## src/hdl/htw_pkg.sv

```systemverilog
package htw_pkg;

	localparam logic [1:0] KIND_TICK   = 2'd0;
	localparam logic [1:0] KIND_ARM    = 2'd1;
	localparam logic [1:0] KIND_CANCEL = 2'd2;

	localparam logic RES_EXPIRY = 1'b0;
	localparam logic RES_DONE   = 1'b1;

	typedef struct packed {
		logic [1:0]  kind;
		logic [3:0]  timer_id;
		logic [19:0] period_ticks;
		logic        fire_now;
	} in_word_t;

	typedef struct packed {
		logic       result_kind;
		logic [3:0] fired_id;
		logic       last;
	} out_word_t;

	// controller -> datapath
	typedef struct packed {
		logic load;
		logic cancel;
		logic div_run;
		logic arm_wr;
		logic scan_run;
		logic emit_fire;
		logic emit_done;
	} ctl_cmd_t;

	// datapath -> controller
	typedef struct packed {
		logic in_tick;
		logic in_arm;
		logic in_cancel;
		logic fire_now;
		logic div_done;
		logic scan_done;
		logic out_free;
	} ctl_sts_t;

endpackage

```

## src/hdl/hashed_timing_wheel.sv

```systemverilog
// Tick: one timer entry is read per cycle unless an expiry waits on a stalled
//   output, and each entry is updated or fired from its registered read.
// Arm: a reciprocal multiply for the quotient and then the remainder split the
//   period. Cancel and unused kinds go straight to the done word.
// One word at a time; results leave through a one-word output register, so a new
//   word is taken while it waits. Reset clears slot pointer, armed flags, control.
module hashed_timing_wheel #(
	parameter int TIMERS      = 16,
	parameter int WHEEL_SLOTS = 64,
	parameter int PERIOD_BITS = 20
) (
	input  logic               clk,
	input  logic               arst_n,
	input  logic               item_valid,
	output logic               item_stall,
	input  htw_pkg::in_word_t  item,
	output logic               result_valid,
	input  logic               result_stall,
	output htw_pkg::out_word_t result
);
	import htw_pkg::*;

	ctl_cmd_t cmd;
	ctl_sts_t sts;

	htw_ctrl u_ctrl (
		.clk        (clk),
		.arst_n     (arst_n),
		.item_valid (item_valid),
		.item_stall (item_stall),
		.sts        (sts),
		.cmd        (cmd)
	);

	htw_datapath #(
		.TIMERS      (TIMERS),
		.WHEEL_SLOTS (WHEEL_SLOTS),
		.PERIOD_BITS (PERIOD_BITS)
	) u_dp (
		.clk          (clk),
		.arst_n       (arst_n),
		.item         (item),
		.cmd          (cmd),
		.sts          (sts),
		.result_stall (result_stall),
		.result_valid (result_valid),
		.result       (result)
	);

endmodule

```

## src/hdl/htw_datapath.sv

```systemverilog
module htw_datapath #(
	parameter int TIMERS      = 16,
	parameter int WHEEL_SLOTS = 64,
	parameter int PERIOD_BITS = 20
) (
	input  logic              clk,
	input  logic              arst_n,
	input  htw_pkg::in_word_t item,
	input  htw_pkg::ctl_cmd_t cmd,
	output htw_pkg::ctl_sts_t sts,
	input  logic              result_stall,
	output logic              result_valid,
	output htw_pkg::out_word_t result
);
	import htw_pkg::*;

	localparam int IDX_BITS     = (TIMERS > 1) ? $clog2(TIMERS) : 1;
	localparam int CNT_BITS     = $clog2(TIMERS + 1);
	localparam int SLOT_BITS    = $clog2(WHEEL_SLOTS);
	localparam longint unsigned PMAX = (64'd1 << PERIOD_BITS) - 64'd1;
	localparam longint unsigned QMAX = PMAX / WHEEL_SLOTS;
	localparam int ROUND_BITS   = (QMAX > 0) ? $clog2(QMAX + 1) : 1;
	localparam int DIV_SHIFT    = PERIOD_BITS + SLOT_BITS;
	localparam int PROD_BITS    = DIV_SHIFT + ROUND_BITS;
	// ceil(2^DIV_SHIFT / WHEEL_SLOTS) gives the exact quotient for every period
	localparam longint unsigned RECIP =
		((64'd1 << DIV_SHIFT) + 64'(WHEEL_SLOTS) - 64'd1) / 64'(WHEEL_SLOTS);

	localparam logic [SLOT_BITS:0]    SLOTS_W  = WHEEL_SLOTS[SLOT_BITS:0];
	localparam logic [SLOT_BITS-1:0]  SLOTS_LO = SLOT_BITS'(WHEEL_SLOTS);
	localparam logic [CNT_BITS-1:0]   TIMERS_C = TIMERS[CNT_BITS-1:0];
	localparam logic [PERIOD_BITS:0]  RECIP_W  = RECIP[PERIOD_BITS:0];
	localparam logic [1:0]            DIV_STEPS = 2'd2;

	typedef struct packed {
		logic [SLOT_BITS-1:0]  home;
		logic [ROUND_BITS-1:0] rounds;
		logic [ROUND_BITS-1:0] quot;
		logic [SLOT_BITS-1:0]  rem;
	} entry_t;

	// (a + b) mod WHEEL_SLOTS, both operands already below WHEEL_SLOTS
	function automatic logic [SLOT_BITS-1:0] slot_add(input logic [SLOT_BITS-1:0] a,
			input logic [SLOT_BITS-1:0] b);
		logic [SLOT_BITS:0] sum;
		sum = {1'b0, a} + {1'b0, b};
		if (sum >= SLOTS_W) begin
			sum = sum - SLOTS_W;
		end
		return sum[SLOT_BITS-1:0];
	endfunction

	entry_t                    mem [TIMERS];
	entry_t                    rd_s1;
	logic [TIMERS-1:0]         armed_q;
	logic [SLOT_BITS-1:0]      cur_slot_q;
	logic [IDX_BITS-1:0]       id_q;
	logic                      fire_q;

	logic [PERIOD_BITS-1:0]    p_q;
	logic [ROUND_BITS-1:0]     quo_q;
	logic [SLOT_BITS-1:0]      rem_q;
	logic [1:0]                div_step_q;
	logic [PROD_BITS-1:0]      prod;
	logic [ROUND_BITS-1:0]     quo_nx;
	logic [SLOT_BITS-1:0]      rem_nx;

	logic [CNT_BITS-1:0]       scan_cnt_q;
	logic                      v_s1;
	logic [IDX_BITS-1:0]       idx_s1;

	logic [IDX_BITS-1:0]       in_idx;
	logic                      id_ok;
	logic                      out_free;
	logic                      hit;
	logic                      need_emit;
	logic                      stage_adv;
	logic                      can_issue;
	logic                      scan_emit;
	logic                      scan_wr;
	entry_t                    arm_entry;
	entry_t                    scan_entry;

	assign in_idx   = IDX_BITS'(item.timer_id);
	assign id_ok    = 32'(item.timer_id) < TIMERS;
	assign out_free = !result_valid || !result_stall;

	assign sts.in_tick   = item.kind == KIND_TICK;
	assign sts.in_arm    = (item.kind == KIND_ARM) && id_ok;
	assign sts.in_cancel = (item.kind == KIND_CANCEL) && id_ok;
	assign sts.fire_now  = fire_q;
	assign sts.div_done  = div_step_q == DIV_STEPS;
	assign sts.scan_done = (scan_cnt_q == TIMERS_C) && !v_s1;
	assign sts.out_free  = out_free;

	// quotient by reciprocal multiply, remainder from the low bits in the next division step
	assign prod   = PROD_BITS'(p_q) * PROD_BITS'(RECIP_W);
	assign quo_nx = prod[DIV_SHIFT +: ROUND_BITS];
	assign rem_nx = SLOT_BITS'(p_q) - SLOT_BITS'(SLOT_BITS'(quo_q) * SLOTS_LO);

	always_comb begin
		arm_entry.rem    = rem_q;
		arm_entry.quot   = quo_q;
		arm_entry.rounds = quo_q;
		arm_entry.home   = slot_add(cur_slot_q, rem_q);
	end

	// scan evaluation on the registered entry
	assign hit       = v_s1 && armed_q[idx_s1] && (rd_s1.home == cur_slot_q);
	assign need_emit = hit && (rd_s1.rounds == '0);
	assign stage_adv = cmd.scan_run && v_s1 && (!need_emit || out_free);
	assign can_issue = cmd.scan_run && (scan_cnt_q != TIMERS_C) && (!v_s1 || stage_adv);
	assign scan_emit = stage_adv && need_emit;
	assign scan_wr   = stage_adv && hit;

	always_comb begin
		scan_entry = rd_s1;
		if (need_emit) begin
			scan_entry.rounds = rd_s1.quot;
			scan_entry.home   = slot_add(cur_slot_q, rd_s1.rem);
		end else begin
			scan_entry.rounds = rd_s1.rounds - 1'b1;
		end
	end

	always_ff @(posedge clk) begin
		if (cmd.arm_wr) begin
			mem[id_q] <= arm_entry;
		end else if (scan_wr) begin
			mem[idx_s1] <= scan_entry;
		end
		if (can_issue) begin
			rd_s1 <= mem[scan_cnt_q[IDX_BITS-1:0]];
		end
	end

	always_ff @(posedge clk or negedge arst_n) begin
		if (!arst_n) begin
			armed_q    <= '0;
			cur_slot_q <= '0;
			div_step_q <= '0;
			scan_cnt_q <= '0;
			v_s1       <= 1'b0;
		end else begin
			if (cmd.load) begin
				div_step_q <= '0;
				scan_cnt_q <= '0;
				v_s1       <= 1'b0;
				if (sts.in_tick) begin
					cur_slot_q <= slot_add(cur_slot_q, SLOT_BITS'(1));
				end
				if (cmd.cancel) begin
					armed_q[in_idx] <= 1'b0;
				end
			end else begin
				if (cmd.div_run) begin
					div_step_q <= div_step_q + 1'b1;
				end
				if (cmd.arm_wr) begin
					armed_q[id_q] <= 1'b1;
				end
				if (can_issue) begin
					scan_cnt_q <= scan_cnt_q + 1'b1;
					v_s1       <= 1'b1;
				end else if (stage_adv) begin
					v_s1 <= 1'b0;
				end
			end
		end
	end

	always_ff @(posedge clk) begin
		if (cmd.load) begin
			id_q   <= in_idx;
			fire_q <= item.fire_now;
			p_q    <= PERIOD_BITS'(item.period_ticks);
		end else if (cmd.div_run) begin
			if (div_step_q == '0) begin
				quo_q <= quo_nx;
			end else begin
				rem_q <= rem_nx;
			end
		end
		if (can_issue) begin
			idx_s1 <= scan_cnt_q[IDX_BITS-1:0];
		end
	end

	// output word register
	always_ff @(posedge clk or negedge arst_n) begin
		if (!arst_n) begin
			result_valid <= 1'b0;
		end else if (scan_emit || cmd.emit_fire || cmd.emit_done) begin
			result_valid <= 1'b1;
		end else if (!result_stall) begin
			result_valid <= 1'b0;
		end
	end

	always_ff @(posedge clk) begin
		priority if (scan_emit) begin
			result <= '{result_kind: RES_EXPIRY, fired_id: 4'(idx_s1), last: 1'b0};
		end else if (cmd.emit_fire) begin
			result <= '{result_kind: RES_EXPIRY, fired_id: 4'(id_q), last: 1'b0};
		end else if (cmd.emit_done) begin
			result <= '{result_kind: RES_DONE, fired_id: 4'd0, last: 1'b1};
		end
	end

endmodule

```

## src/hdl/htw_ctrl.sv

```systemverilog
module htw_ctrl (
	input  logic              clk,
	input  logic              arst_n,
	input  logic              item_valid,
	output logic              item_stall,
	input  htw_pkg::ctl_sts_t sts,
	output htw_pkg::ctl_cmd_t cmd
);
	import htw_pkg::*;

	localparam logic [2:0] ST_IDLE = 3'd0;
	localparam logic [2:0] ST_DIV  = 3'd1;
	localparam logic [2:0] ST_ARM  = 3'd2;
	localparam logic [2:0] ST_FIRE = 3'd3;
	localparam logic [2:0] ST_SCAN = 3'd4;
	localparam logic [2:0] ST_DONE = 3'd5;

	logic [2:0] state_q;
	logic [2:0] state_nx;

	assign item_stall = state_q != ST_IDLE;

	always_comb begin
		cmd      = '0;
		state_nx = state_q;
		unique case (state_q)
			ST_IDLE: begin
				if (item_valid) begin
					cmd.load = 1'b1;
					priority if (sts.in_tick) begin
						state_nx = ST_SCAN;
					end else if (sts.in_arm) begin
						state_nx = ST_DIV;
					end else begin
						cmd.cancel = sts.in_cancel;
						state_nx   = ST_DONE;
					end
				end
			end
			ST_DIV: begin
				if (sts.div_done) begin
					state_nx = ST_ARM;
				end else begin
					cmd.div_run = 1'b1;
				end
			end
			ST_ARM: begin
				cmd.arm_wr = 1'b1;
				state_nx   = sts.fire_now ? ST_FIRE : ST_DONE;
			end
			ST_FIRE: begin
				if (sts.out_free) begin
					cmd.emit_fire = 1'b1;
					state_nx      = ST_DONE;
				end
			end
			ST_SCAN: begin
				cmd.scan_run = 1'b1;
				if (sts.scan_done) begin
					state_nx = ST_DONE;
				end
			end
			ST_DONE: begin
				if (sts.out_free) begin
					cmd.emit_done = 1'b1;
					state_nx      = ST_IDLE;
				end
			end
			default: begin
				state_nx = ST_IDLE;
			end
		endcase
	end

	always_ff @(posedge clk or negedge arst_n) begin
		if (!arst_n) begin
			state_q <= ST_IDLE;
		end else begin
			state_q <= state_nx;
		end
	end

endmodule

```

## config.mk

```make
export PLATFORM = sky130hd
export DESIGN_NAME = hashed_timing_wheel
export DESIGN_NICKNAME = d
export VERILOG_FILES = /design/src/hdl/htw_pkg.sv /design/src/hdl/hashed_timing_wheel.sv /design/src/hdl/htw_datapath.sv /design/src/hdl/htw_ctrl.sv
export SDC_FILE = /design/constraint.sdc
export NUM_CORES = 1
export LEC_CHECK = 0
export BUFFER_PORTS_ARGS = -buffer_cell sky130_fd_sc_hd__buf_2
export CAP_MARGIN = 20
export CORE_UTILIZATION = 60
export DETAILED_ROUTE_END_ITERATION = 8
export PLACE_DENSITY = 0.83
export REMOVE_ABC_BUFFERS = 1
export SYNTH_ARGS = -nofsm -noshare
export SYNTH_HDL_FRONTEND = slang
export SYNTH_SLANG_ARGS = --single-unit
```

## constraint.sdc

```tcl
create_clock -name clk -period 8.5 [get_ports clk]
set_input_delay 0.425 -clock clk [delete_from_list [all_inputs] [get_ports clk]]
set_output_delay 0.425 -clock clk [all_outputs]
set_load 0.05 [all_outputs]
```

==> results.cfg, run 1 <==
[sta]
max_clock_freq_mhz = 236.3
layout_setup_ws_ns = 4.268
period_share = 0.4979
fin_skew_ns = 0.01588
rsz0062_at_grt = false
worst_pin_slew_ns = 1.034
maxSlewHeadroom = 0.3044
setup_violations = 0
hold_violations = 0
slew_viol_final = 0
setup_tns_ns = 0
min_period_ns = 4.232

[clock_tree]
cts_root_buf = clkbuf_16
cts_max_path_buffers = 3
clkLatencyLatePin_ns = 0.62
cts_setup_buffers = 0
cts_inserted_buffers = 75
clkTransAtPathRegs_ns = 0.06
cts_sinks = 768
cts_resized = 0
htreeDepth = 3
cts_tree = done

[drt]
firstDrtPassIters = 6
ant_nets = 0
drc_errors = 0
num_vias = 15540
viasPerCell = 6.794
wire_per_inst_um = 30.82
wl_mm = 70.48
drt_iter0_markers = 2217

[worst_setup_path]
cp.arrival_ns = 4.47
cp_max_fo = 31
worstRegToRegCells = 8
required_ns = 8.74
start_kind = flip-flop
r2r_setup_slack_ns = 4.27
critPathCaptureType = flip-flop
crit_type = flip-flop to flip-flop

[floorplan]
die_w_um = 226.7
dieArea_um2 = 51380
boundaryPins = 39
core-area_um2 = 49360
fp-row-count = 81
die_h_um = 226.7
initial_core_util = 0.6136

[worst_hold_path]
hold_class = input port to flip-flop
min_path_cells = 1

[grt]
overflow = 0
grt_pass1_wl_mm = 103.4
antenna_found_initial = 0
grt_max_degree = 79
grt_pass1_vias = 16070
grtUsageTotal = 0.2862

[logic_synthesis]
synth_top_area_frac = 0.7268
synth_common_cells = edfxtp_1 (733), mux4_2 (202), nand2_1 (109), clkbuf_1 (44), dfrtp_1 (34)
ys_seq_area_frac = 0.7555
avgSynthCellArea_um2 = 20.82
async_reset_ff_frac = 0.04427
yosys.area.top_type = edfxtp_1
synth_edf_count = 733
synth_cell_types = 63
synthCells = 1455
synth_seq_cells = 768
syn_area_um2 = 30290
synth_area_leaders = edfxtp_1 (73%), mux4_2 (15%), dfrtp_1 (2.8%)
ys.flop_type = edfxtp_1
yosysWarnings = 0
yosysMostFrequentCell = edfxtp_1

[finish]
fin_util = 0.6909
drive_above_1_share = 0.2582
area_growth_pct = 12.58
fill_cells = 2844
final_cell_area_um2 = 34100
nNetsFinal = 1614
diodes = 0

[placement]
placed_cell_area_um2 = 31480
place.port_buffers = 38
place_ws_ns = 4.344
place_hpwl_mm = 34.39
gp_congestion = 0.8982

[job]
cap_violations = 0

[power]
powerDensity_nw_per_um2 = 315.9
p_leak_uw = 0.01093
power.total_uw = 10770
vdd_drop_max_v = 0.0001854

[run_status]
status = complete, no violations
cell usage in the layout (no fill, tap or decap), types with 6 or more instances in the layout:
master and count:
clkbuf_16 75, mux4_2 202, mux2i_1 17, clkinv_1 18, nor3_1 11, a21oi_4 11
dlygate4sd3_1 22, inv_1 19, ha_1 17, a22o_1 6, xor2_1 11, nor2_1 30
o21ai_1 12, o21ai_0 27, buf_2 40, a21o_1 7, xnor2_1 20, clkbuf_1 17
buf_4 35, a21oi_1 17, dfrtp_1 30, nand3_1 14, nand4_1 8, nand2_1 109
edfxtp_1 733, clkinv_2 10
power by group:
group / internal [µW] / leakage, µW / switching [µW] / total [µW]
Clock: 1790 / 0.00112 / 1410 / 3200
Combinational: 1170 / 0.00282 / 1360 / 2530
Sequential: 4710 / 0.00699 / 333 / 5040
Total: 7670 / 0.0109 / 3110 / 10800
sequential cells by signal, summed over array words and instances (netlist names), 2 cells and up:
name	count
u_dp.mem	640
u_dp.rd_s1	40
u_dp.p_q	20
u_dp.armed_q	16
u_dp.quo_q	14
u_dp.cur_slot_q	6
u_dp.rem_q	6
u_dp.result	5
u_dp.scan_cnt_q	5
u_dp.id_q	4
u_dp.idx_s1	4
u_ctrl.state_q	3
u_dp.div_step_q	2
layer usage:
layer  routed length (µm)  up-vias  global-route usage
met2                35080     1134              0.4679
met5                    0        -                   0
met1                25390     7971              0.3796
met3                 7079      229             0.05598
li1                     -     6204                   -
met4                 2937        0              0.1229
worst paths after layout:
path                                      from                 end
worst max-delay path            u_dp.idx_s1[0]      u_dp.mem[1][8]
worst min-delay path                  item[24]        u_dp.id_q[3]
worst max register to register  u_dp.idx_s1[0]      u_dp.mem[1][8]
worst min register to register     u_dp.p_q[6]       u_dp.quo_q[0]
max in group asynchronous               arst_n  u_dp.scan_cnt_q[2]
min in group asynchronous               arst_n  u_dp.cur_slot_q[1]
metrics by stage:
stage	instances	hold WS (ns)
floorplan	1387	0.1294
global placement	2121	0.4017
detailed placement	2123	0.4054
CTS	2281	0.03024
global route	2287	0.03646
finish	2287	0.04556
cells by family after synthesis:
| group | count (synthesis) | share of synthesized area |
|---|---|---|
| AND/OR/NAND/NOR | 216 | 0.03429 |
| buffers and inverters | 88 | 0.01153 |
| AO/OA/AOI/OAI | 112 | 0.02466 |
| adder cells (fa/ha/maj) | 19 | 0.008345 |
| multiplexers | 221 | 0.1567 |
| flip-flops | 768 | 0.7555 |
| XOR/XNOR | 31 | 0.008965 |
critical path, cell delays in order (launching register included):
cell and delay (ns):
edfxtp_1 0.87, mux2i_1 0.22, a221oi_2 0.38, o21ai_2 0.19, a211oi_4 0.29, buf_4 0.42
nand3_1 0.30, a21oi_4 0.53, buf_4 0.60
repair_timing:
action	in CTS	in global routing
hold buffers	22	0
endpoints found under the hold margin	55	0
endpoints found under the setup margin	0	0
final cells by class:
type                       instances  area [µm²]  area share
clock inverter                    44       374.1     0.01097
clock buffer                      92        1941     0.05691
timing repair buffer             100       745.7     0.02187
sequential                       768       22890      0.6714
inverter                          20       75.07    0.002202
multi-input combinational        599        7237      0.2122
tap                              664       830.8     0.02437
Power figures use the tool's default switching activity.
==> run 2: changes to the inputs <==
--- a/config.mk
+++ b/config.mk
@@ -5,6 +5,7 @@
 export SDC_FILE = /design/constraint.sdc
 export NUM_CORES = 1
 export LEC_CHECK = 0
+export ABC_AREA = 1
 export BUFFER_PORTS_ARGS = -buffer_cell sky130_fd_sc_hd__buf_2
 export CAP_MARGIN = 20
 export CORE_UTILIZATION = 60
==> constraint.sdc (replaced) <==
create_clock -name clk -period 4 [get_ports clk]
set_input_delay 0.2 -clock clk [delete_from_list [all_inputs] [get_ports clk]]
set_output_delay 0.2 -clock clk [all_outputs]
set_load 0.05 [all_outputs]
==> run 2 against run 1 <==
  * Register-to-register slack got worse by 3.7 ns
  * Total power is 120% higher
  * Global-route usage up 1.4 points
  * Design area grew 1.8%
  * Non-clock buffer count grew 21
  * Utilization fell by 0.21 points
  * Clock-buffer cell count up 7
==> results.cfg, run 2 <==
[sta]
slew_viol_final = 0
layout_setup_ws_ns = 0.5330
setup_tns_ns = 0
rsz0062_at_grt = false
whs_ns = 0.06344
maxSlewHeadroom = 0.1594
fin_skew_ns = 0.02304
max_clock_freq_mhz = 288.4
setup_violations = 0
worst_pin_slew_ns = 1.261
min_period_ns = 3.467
period_share = 0.8668
hold_violations = 0

[worst_setup_path]
cp_max_fo = 30
setup.worst_path.end = u_dp.mem[5][20]
worstRegToRegCells = 11
worst_path_most_repeated_cell = inv_1
slowest_delay_ns = 0.55
crit_chain = inv_1 > ha_1 > inv_1 > nor2_1 > nand4_2 > o2111ai_4 > nand2_1 > o21ai_0 > nand3_1 > nor2_4 > buf_12
cp.arrival_ns = 3.76
start_kind = flip-flop
timing.rr.end = u_dp.mem[5][20]
critPathCaptureType = flip-flop
critPathSlowestCell = o2111ai_4
critPathBufInv = 3
crit_cells = 11
cp-startpoint = u_dp.rd_s1[20]
rr_startpoint = u_dp.rd_s1[20]
r2r_setup_slack_ns = 0.53
crit_family = simple AND/OR/NAND/NOR gates
crit_type = flip-flop to flip-flop
required_ns = 4.29

[grt]
grt_pass1_wl_mm = 117.8
grt_pass1_vias = 20570
antenna_found_initial = 1
overflow = 0
grtUsageTotal = 0.3006
grt_max_degree = 228

[finish]
fill_cells = 3203
largest_reg_flops = 640
largestRegisters = u_dp.mem (640), u_dp.rd_s1 (40), u_dp.p_q (20)
drive_above_1_share = 0.09637
largest_register = u_dp.mem
final_cell_area_um2 = 34700
diodes = 0
area_growth_pct = 12.63
final_common_cell = edfxtp_1
multiInputGateArea_um2 = 7203
nNetsFinal = 2554
layout.area.seq_um2 = 22890
final_cell_mix = edfxtp_1 (733), o21ai_0 (384), nor2_1 (355), nand2_1 (321), o22ai_1 (164)

[logic_synthesis]
synth_cell_types = 43
synthCells = 2443
synth_common_cells = edfxtp_1 (733), o21ai_0 (384), nor2_1 (375), nand2_1 (321), o22ai_1 (164)
yosysMostFrequentCell = edfxtp_1
synth_area_leaders = edfxtp_1 (71%), o21ai_0 (6.2%), nor2_1 (4.6%)
synth_top_area_frac = 0.7145
ys_seq_area_frac = 0.7427
avgSynthCellArea_um2 = 12.61
yosys.area.top_type = edfxtp_1
yosysWarnings = 0
syn_area_um2 = 30810
synth_edf_count = 733
async_reset_ff_frac = 0.04427
synth_seq_cells = 768
ys.flop_type = edfxtp_1

[floorplan]
boundaryPins = 39
die_w_um = 228.6
initial_core_util = 0.6116
dieArea_um2 = 52260
die_h_um = 228.6
fp-row-count = 82
core-area_um2 = 50380

[clock_tree]
cts_tree = done
cts_sinks = 768
cts_setup_buffers = 0
clkLatencyLatePin_ns = 0.63
cts_inserted_buffers = 76
htreeDepth = 3
cts_root_buf = clkbuf_16
cts_resized = 0
cts_max_path_buffers = 3
clkTransAtPathRegs_ns = 0.06

[drt]
wire_per_inst_um = 24.32
num_vias = 20970
firstDrtPassIters = 8
drt_iter0_markers = 3090
wl_mm = 78.66
ant_nets = 0
drc_errors = 0
viasPerCell = 6.482

[power]
p_leak_uw = 0.01180
powerDensity_nw_per_um2 = 668.4
vdd_drop_max_v = 0.0004505
power.total_uw = 23190

[placement]
place.port_buffers = 38
place_hpwl_mm = 41.49
place_ws_ns = 0.6347
gp_congestion = 0.9430
placed_cell_area_um2 = 32040

[job]
cap_violations = 0

[run_status]
status = complete, no violations

[worst_hold_path]
hold_class = input port to flip-flop
## run 2: per-stage QoR
step                instances    util
finish                   3235  0.6888
global route             3235  0.6888
CTS                      3235  0.6888
detailed placement       3070  0.6360
global placement         3069  0.6359
floorplan                2305       -
## run 2: per-layer routing
layer	up-vias	part of all wire	track usage
li1	9011	-	-
met1	10130	0.36	0.3930
met2	1552	0.47	0.4725
met3	280	0.12	0.06437
met4	0	0.048	0.1680
met5	-	0	0
## run 2: layout make-up
type                    count  area share
clock inverters            38    0.009159
well taps                 672     0.02423
repair buffers            121     0.03043
inverters                  85    0.009484
multi-input cells        1452      0.2076
flip-flops and latches    768      0.6597
clock buffers              99     0.05943
## run 2: power by group
part / internal (µW) / switching [µW] / leakage, µW / total, µW
combinational: 1570 / 4270 / 0.00360 / 5840
clock: 3960 / 2970 / 0.00116 / 6930
sequential: 10100 / 304 / 0.00705 / 10400
## run 2: what timing repair did
action / CTS / global route
hold buffers: 28 / 0
endpoints found under the setup margin: 0 / 0
hold endpoints to repair: 65 / 0
## run 2: worst min-delay path by stage
stage | startpoint | to | slack [ns] | depth (start not counted)
3_3_place_gp | arst_n | u_dp.armed_q[2] | 0.34 | 1
2_1_floorplan | arst_n | u_ctrl.state_q[0] | -0.1 | 0
3_5_place_dp | arst_n | u_dp.armed_q[2] | 0.35 | 1
6_report | item[26] | u_dp.cur_slot_q[3] | 0.06 | 4
4_1_cts | item[26] | u_dp.cur_slot_q[3] | 0.02 | 4
5_1_grt | item[26] | u_dp.cur_slot_q[3] | 0.07 | 4
## run 2: kinds of logic (layout without fill, tap and decap cells)
logic type	Yosys count	after routing	share of synthesized area
simple gates	813	813	0.1073
flops	768	768	0.7427
compound gates	593	593	0.1051
buf+inv	223	343	0.02892
xor+xnor	27	27	0.007676
fa+ha+maj	19	19	0.008204
## run 2: worst reg2reg max path: stages (launching register included)
cell,delay [ns]
edfxtp_1,0.38
inv_1,0.13
ha_1,0.19
inv_1,0.05
nor2_1,0.12
nand4_2,0.27
o2111ai_4,0.55
nand2_1,0.09
o21ai_0,0.12
nand3_1,0.38
nor2_4,0.52
buf_12,0.33
